File: src/sv/tkrt_pkg.sv
// -----------------------------------------------------------------------------
// tkrt_pkg
// shared widths and record type of the ranked table
// -----------------------------------------------------------------------------
`timescale 1ns / 1ps

package tkrt_pkg;
  localparam int ScoreW  = 31;
  localparam int LinesW  = 16;
  localparam int PiecesW = 24;
  localparam int StampW  = 47;
  localparam int RankW   = 4;
  localparam int HeldW   = 5;
  localparam int RecW    = ScoreW + LinesW + PiecesW + StampW;

  localparam logic ReqInsert = 1'b0;
  localparam logic ReqPurge  = 1'b1;

  typedef struct packed {
    logic [StampW-1:0]  stamp;
    logic [PiecesW-1:0] pieces;
    logic [LinesW-1:0]  lines;
    logic [ScoreW-1:0]  score;
  } rec_t;
endpackage

File: src/sv/tkrt_ram.sv
// -----------------------------------------------------------------------------
// tkrt_ram
// record store, one write and one registered read port
// -----------------------------------------------------------------------------
`timescale 1ns / 1ps

module tkrt_ram #(
  parameter int Depth = 16,
  parameter int AddrW = 4
) (
  input  logic                clk,
  input  logic                we,
  input  logic [AddrW-1:0]    waddr,
  input  tkrt_pkg::rec_t      wdata,
  input  logic [AddrW-1:0]    raddr,
  output tkrt_pkg::rec_t      rdata
);
  tkrt_pkg::rec_t mem [Depth];

  always_ff @(posedge clk) begin
    if (we) begin
      mem[waddr] <= wdata;
    end
    rdata <= mem[raddr];
  end
endmodule

File: src/sv/top_k_ranked_table_top.sv
// -----------------------------------------------------------------------------
// top_k_ranked_table_top
// sorted table of the best records with insert and purge by timestamp
// -----------------------------------------------------------------------------
// The table lives in one memory with a registered read port. A request walks
// it one entry at a time: a read state, then a state that acts on
// the data. An insert reads entries from the last valid one down, moving each
// one place back while the new record still ranks before it, and writes the
// record in the hole. It then goes on down through entries with the same
// score, lines and stamp, so that an identical earlier copy can report its own
// position as the rank. A purge reads entries from the front and writes back
// the ones it keeps at a trailing write pointer. An insert into the empty
// table reads nothing, and a rejected insert reads only the tail entry. One
// word is handled at a time. The result waits in an output register, and the
// block is ready for the next word as soon as the result is raised, even
// while that result waits. A finished walk holds until the output register is
// empty.
`timescale 1ns / 1ps

module top_k_ranked_table_top #(
  parameter int MAX_ENTRIES = 16
) (
  input  logic         clk,
  input  logic         rst,
  input  logic         s_tvalid,
  output logic         s_tready,
  // score, lines_cleared, pieces_placed, stamp, cutoff_stamp (lsb first)
  input  logic [167:0] s_tdata,
  // req_type
  input  logic         s_tuser,
  output logic         m_tvalid,
  input  logic         m_tready,
  // accepted, rank, entries_held (lsb first)
  output logic [15:0]  m_tdata
);
  localparam int AddrW = (MAX_ENTRIES > 1) ? $clog2(MAX_ENTRIES) : 1;
  localparam int CntW  = $clog2(MAX_ENTRIES + 1);

  typedef enum logic [2:0] {
    IDLE, INS_READ, INS_STEP, DUP_READ, DUP_STEP, PUR_READ, PUR_STEP, FINISH
  } state_t;

  state_t              state;
  tkrt_pkg::rec_t      rec;
  logic [tkrt_pkg::StampW-1:0] cut;
  logic [CntW-1:0]     fill;
  logic [CntW-1:0]     rptr;      // entry being read
  logic [CntW-1:0]     wptr;      // write pointer (purge)
  logic [CntW-1:0]     last;      // highest slot an insert fills
  logic [CntW-1:0]     tail_score_idx;
  logic                acc;
  logic [CntW-1:0]     rank_out;

  logic                we;
  logic [AddrW-1:0]    waddr;
  tkrt_pkg::rec_t      wdata;
  logic [AddrW-1:0]    raddr;
  tkrt_pkg::rec_t      rdata;

  function automatic logic [tkrt_pkg::HeldW-1:0] HeldOut(input logic [CntW-1:0] v);
    logic [31:0] w;
    w = 32'(v);
    return w[tkrt_pkg::HeldW-1:0];
  endfunction

  function automatic logic [tkrt_pkg::RankW-1:0] RankOut(
    input logic a, input logic d, input logic [CntW-1:0] di, input logic [CntW-1:0] r
  );
    logic [31:0] w;
    w = d ? 32'(di) : 32'(r);
    return a ? w[tkrt_pkg::RankW-1:0] : '0;
  endfunction

  tkrt_ram #(.Depth(MAX_ENTRIES), .AddrW(AddrW)) u_ram (
    .clk(clk), .we(we), .waddr(waddr), .wdata(wdata),
    .raddr(raddr), .rdata(rdata)
  );

  // new record ranks strictly before the entry just read
  logic ahead;
  logic same;
  logic key_eq;
  always_comb begin
    if (rec.score != rdata.score) begin
      ahead = rec.score > rdata.score;
    end else if (rec.lines != rdata.lines) begin
      ahead = rec.lines > rdata.lines;
    end else begin
      ahead = rec.stamp < rdata.stamp;
    end
    same   = (rdata == rec);
    // same sort key: an identical copy can only sit in such a run
    key_eq = (rec.score == rdata.score) && (rec.lines == rdata.lines)
             && (rec.stamp == rdata.stamp);
  end

  assign s_tready = (state == IDLE);
  assign tail_score_idx = fill - CntW'(1);

  // first read of a full table is the tail: score must beat it
  logic reject;
  assign reject = (rptr == tail_score_idx) && (fill == CntW'(MAX_ENTRIES))
                  && !(rec.score > rdata.score);

  // rank of an identical earlier copy: tracked during the walk
  logic [CntW-1:0] dup_idx;
  logic            dup_hit;

  always_comb begin
    we    = 1'b0;
    waddr = AddrW'(0);
    wdata = rdata;
    raddr = rptr[AddrW-1:0];
    unique case (state)
      INS_STEP: begin
        if (!reject) begin
          if (ahead) begin
            we    = (rptr + CntW'(1)) <= last;
            waddr = AddrW'(rptr + CntW'(1));
          end else begin
            we    = 1'b1;
            waddr = AddrW'(rptr + CntW'(1));
            wdata = rec;
          end
        end
      end
      PUR_STEP: begin
        we    = rdata.stamp >= cut;
        waddr = wptr[AddrW-1:0];
      end
      FINISH: begin
        we    = (state == FINISH) && acc && (rank_out == '0) && !dup_hit;
        waddr = AddrW'(0);
        wdata = rec;
      end
      default: begin
      end
    endcase
  end

  always_ff @(posedge clk) begin
    if (rst) begin
      state    <= IDLE;
      fill     <= '0;
      m_tvalid <= 1'b0;
    end else begin
      if (m_tvalid && m_tready) begin
        m_tvalid <= 1'b0;
      end
      unique case (state)
        IDLE: begin
          if (s_tvalid && s_tready) begin
            rec.score  <= s_tdata[30:0];
            rec.lines  <= s_tdata[46:31];
            rec.pieces <= s_tdata[70:47];
            rec.stamp  <= s_tdata[117:71];
            cut        <= s_tdata[164:118];
            acc        <= 1'b0;
            rank_out   <= '0;
            dup_hit    <= 1'b0;
            if (s_tuser == tkrt_pkg::ReqPurge) begin
              rptr  <= '0;
              wptr  <= '0;
              state <= PUR_READ;
            end else if (fill == '0) begin
              // empty: record lands at slot 0
              acc      <= 1'b1;
              state    <= FINISH;
              fill     <= fill + CntW'(1);
            end else begin
              rptr  <= tail_score_idx;
              last  <= (fill < CntW'(MAX_ENTRIES)) ? fill : CntW'(MAX_ENTRIES - 1);
              state <= INS_READ;
            end
          end
        end
        INS_READ: begin
          state <= INS_STEP;
        end
        INS_STEP: begin
          if (reject) begin
            state <= FINISH;
          end else begin
            acc <= 1'b1;
            if (same) begin
              dup_hit <= 1'b1;
              dup_idx <= rptr;
            end
            if (ahead && rptr != '0) begin
              rptr  <= rptr - CntW'(1);
              state <= INS_READ;
            end else begin
              rank_out <= ahead ? '0 : rptr + CntW'(1);
              if (fill < CntW'(MAX_ENTRIES)) fill <= fill + CntW'(1);
              // look further down for an identical copy among equal keys
              if (!ahead && key_eq && rptr != '0) begin
                rptr  <= rptr - CntW'(1);
                state <= DUP_READ;
              end else begin
                state <= FINISH;
              end
            end
          end
        end
        DUP_READ: begin
          state <= DUP_STEP;
        end
        DUP_STEP: begin
          if (same) begin
            dup_hit <= 1'b1;
            dup_idx <= rptr;
          end
          if (key_eq && rptr != '0) begin
            rptr  <= rptr - CntW'(1);
            state <= DUP_READ;
          end else begin
            state <= FINISH;
          end
        end
        PUR_READ: begin
          if (rptr >= fill) begin
            fill  <= wptr;
            state <= FINISH;
          end else begin
            state <= PUR_STEP;
          end
        end
        PUR_STEP: begin
          if (rdata.stamp >= cut) wptr <= wptr + CntW'(1);
          rptr  <= rptr + CntW'(1);
          state <= PUR_READ;
        end
        FINISH: begin
          if (!m_tvalid) begin
            m_tvalid <= 1'b1;
            m_tdata  <= {6'd0, HeldOut(fill), RankOut(acc, dup_hit, dup_idx, rank_out),
                         acc};
            state    <= IDLE;
          end
        end
        default: state <= IDLE;
      endcase
    end
  end
endmodule

File: config.mk
export PLATFORM = sky130hd
export DESIGN_NAME = top_k_ranked_table_top
export DESIGN_NICKNAME = d
export VERILOG_FILES = /design/src/sv/tkrt_pkg.sv /design/src/sv/tkrt_ram.sv /design/src/sv/top_k_ranked_table_top.sv
export SDC_FILE = /design/constraint.sdc
export NUM_CORES = 2
export LEC_CHECK = 0
export BUFFER_PORTS_ARGS = -buffer_cell sky130_fd_sc_hd__buf_2
export CAP_MARGIN = 20
export CORE_ASPECT_RATIO = 0.5
export CORE_MARGIN = 2
export CORE_UTILIZATION = 53
export CTS_BUF_LIST = sky130_fd_sc_hd__clkbuf_16
export CTS_CLUSTER_DIAMETER = 120
export CTS_CLUSTER_SIZE = 8
export DETAILED_ROUTE_END_ITERATION = 16
export PLACE_DENSITY = 0.81
export SLEW_MARGIN = 10
export SYNTH_ARGS = -nofsm -noshare
export SYNTH_HDL_FRONTEND = slang
export SYNTH_SLANG_ARGS = --single-unit
File: constraint.sdc
create_clock -name clk -period 17.3 [get_ports clk]
set_input_delay 1.73 -clock clk [delete_from_list [all_inputs] [get_ports clk]]
set_output_delay 1.73 -clock clk [all_outputs]
set_load 0.05 [all_outputs]
==> impl_results.md <==
- Wire per inst: 33.7 µm
- Post-Synthesis Cells: 3896
- Layout Nets: 4649
- Initial DRC Count: about 7500
- Leading area contributor after synthesis: edfxtp_1
- Largest net degree at the start of global routing: 166
- Number of synthesized flops with an enable pin: 2089
- Worst setup SP type: flop
- CP endpoint kind: flop
- DRC violations left: 0
- RD Place Congestion: about 0.86
- Critical path class: reg2reg
- Endpoints failing setup: 0
- Routed WL: 226 mm
- Ys Warns: 0
- Htree depth: 5
- Dominant synthesized flop cell: edfxtp_1
- Leakage Power: between 30 and 40 nW
- WP buf/inv: 5
- Die Width: 574 µm
- Skew-Pair Late Insertion Delay: 0.91 ns
- Reg clk slew, reported paths: around 0.060 ns
- Max Clk Rate: 136 MHz
- Status: complete, no violations
- Max_slew headroom: approximately 16%
- Initial Utilization: between 50% and 60%
- Fin crit period: 7.37 ns
- Hpwl dp: 97.4 mm
- Remaining antenna violation count after routing: 0
- Slew Limit Fails: 0
- Ports: 191
- Worst Path Required: 17.81 ns
- CTS sink cnt: 2216
- Cell row count: 104
- Peak VDD IR: 0.169 mV
- Area Growth Syn to Fin: 14.9%
- Max cap viols: 0
- Final Hold Vio Count: 0
- CP most frequent cell: buf_4
- Initial DRT Pass Iterations: 8
- Num CTS Buffers: 326
- Clk buf depth: 4
- Total Neg Setup Slack: 0 ns
- HP Class: reg2reg
- Antenna violations before repair: 11
- GRT Residual Overflow: 0
- Period utilisation layout: between 40% and 50%
- Post-CTS sizing: 0
- Post-CTS setup buffer count: 0
- Slowest CP cell: buf_4
- Port bufs: 181
- Clock Skew: about 0.075 ns
- Via count: 45000
- CTS tree: built
- Top post-synthesis cells by area: edfxtp_1 73%, mux4_2 15%, dfxtp_1 2.9%, ha_1 2.3%, mux2_2 1.3%
- Full die area: between 0.15 and 0.2 mm²
- Async SR Flop Fraction: 0%
- Core area: 0.161 mm²
- Critical path data arrival time: 7.88 ns
- Hold buffer count at CTS: 0
- RSZ-0062 raised after global routing: false
- First-pass GRT wire length: 325 mm
- Top-area cell type share of the netlist area: about 73%
- Register bit total from synthesis: between 2000 and 2500
- Slowest stage delay, CP: 0.97 ns
- Crit-path max FO: 50
- Cells along the critical path: inv_1, ha_1, nand4_1, or3_1, nor3_1, o311ai_0, buf_4, nand3_1, a31oi_4, o211ai_1, nand4_1, nor2_4, buf_4, buf_4, buf_4
- Layout Cells excl Fill: 6700
- Layout fillers: 9776
- Inst Count DP: 6159
- GRT Overall Usage: between 20% and 30%
- Mean Syn Cell Area: 22.1 µm²
- Netlist cell types: 70
- Die height: ~290 µm
- Avg Vias per Cell: a little under 7
- Sequential-to-total area share from yosys stat: 75.7%
- PwrDens: 178 mW/mm²
- CTS Root Buffer Type: clkbuf_16
- Synth Cell Area: 0.0862 mm²
- Worst-Margin Slew: approximately 1.3 ns
- Share of cells above drive strength 1: 29.3%
- Vias in the first global route: about 47000
- Family with the most delay on the worst path: buffers and inverters
[registers in the layout, indices dropped and copies added, names as in the netlist, 10 cells and up]
name and count:
u_ram.mem 1888, u_ram.rdata 118, rec 118, m_tdata 10
cut 47
[cells in the final DEF (no fill, tap or decap), types with 29 or more instances in the layout]
cell type / synthesis / layout
edfxtp_1: 2089 / 2089
mux4_2: 590 / 590
inv_1: 164 / 357
clkbuf_16: 0 / 331
buf_2: 1 / 181
ha_1: 158 / 158
dfxtp_1: 127 / 127
mux2_2: 101 / 101
a21oi_1: 57 / 57
buf_4: 15 / 53
nand2_1: 51 / 51
nand4_1: 40 / 40
nor2_1: 52 / 37
o21ai_0: 32 / 32
nand3_1: 29 / 29
[cell usage after synthesis (5+ instances only)]
master and number:
mux4_2 590, a21o_1 14, a221oi_1 5, dfxtp_1 127, nand3_1 29, nor4_1 11
clkbuf_1 111, xor2_1 14, o21ai_0 32, o211ai_1 8, buf_4 15, ha_1 158
edfxtp_1 2089, inv_1 164, o21a_1 11, nand2b_1 10, nor2b_1 12, and4_1 6
a211oi_1 7, a21oi_1 57, mux2i_1 7, nor3_1 16, mux2_4 19, o221ai_1 5
and3_1 8, xnor2_1 25, nor2_1 52, mux2_2 101, nand4_1 40, nand2_1 51
buf_1 32, or3_1 5
[worst reg2reg max path, cell delays in order (launching register included)]
cell and delay [ns]:
dfxtp_1 0.50, inv_1 0.11, ha_1 0.35, nand4_1 0.26
or3_1 0.51, nor3_1 0.54, o311ai_0 0.50, buf_4 0.29
nand3_1 0.20, a31oi_4 0.18, o211ai_1 0.43, nand4_1 0.47
nor2_4 0.19, buf_4 0.55, buf_4 1.01, buf_4 0.88
[cell type report]
class	instances	area, µm²	area share [%]
Sequential cell	2216	65300	65.8
Multi-Input combinational cell	1359	19800	20.0
Clock buffer	331	8280	8.36
Tap cell	2173	2720	2.74
Timing Repair Buffer	250	1620	1.63
Clock inverter	200	801	0.808
Inverter	165	619	0.625
Antenna cell	6	15.0	0.0151
[power breakdown]
part           total (mW)  switching (mW)  internal [mW]
combinational        4.36            2.63           1.73
clock                5.67            2.27           3.40
sequential           7.58           0.301           7.28
[per-stage QoR]
step / utilization [%] / hold WS (ns) / worst slack, ns / instance area (µm²) / power (mW)
after floorplan: - / 0.406 / 5.02 / 86300 / 10.5
after global placement: 55.8 / 0.478 / 10.0 / 89900 / 11.4
after detailed placement: 55.8 / 0.485 / 10.29 / 90000 / 11.7
after CTS: 61.4 / 0.509 / 10.03 / 99100 / 17.5
after global routing: 61.5 / 0.518 / 9.97 / 99100 / 18.1
final: 61.5 / 0.509 / 9.93 / 99100 / 17.6
[kinds of logic after synthesis]
kind of cell    Yosys count  synth area share [%]
buf+inv                 327                  1.54
flops                  2216                  75.7
fa+ha+maj               158                  2.29
compound gates          180                  1.38
other cells               1               0.00435
mux                     717                  17.1
simple gates            258                  1.56
xor+xnor                 39                 0.396
[per-layer routing]
| layer | track usage (%) | part of all wire, % | wire (µm) |
|---|---|---|---|
| met5 | 0 | 0.011 | 25 |
| met4 | 13.9 | 4.8 | 10900 |
| met3 | 5.87 | 11 | 24500 |
| met2 | 45.8 | 51 | 114000 |
| met1 | 33.4 | 34 | 76400 |
[path summary, 6_finish.rpt]
path | startpoint | cells after the start | to | slack [ns]
worst max-delay path | u_ram.rdata[117] | 15 | u_ram.mem[12][60] | 9.93
worst min-delay path | fill[4] | 0 | m_tdata[9] | 0.51
worst max register to register | u_ram.rdata[117] | 15 | u_ram.mem[12][60] | 9.93
worst min register to register | fill[4] | 0 | m_tdata[9] | 0.51
Power figures use the tool's default switching activity.
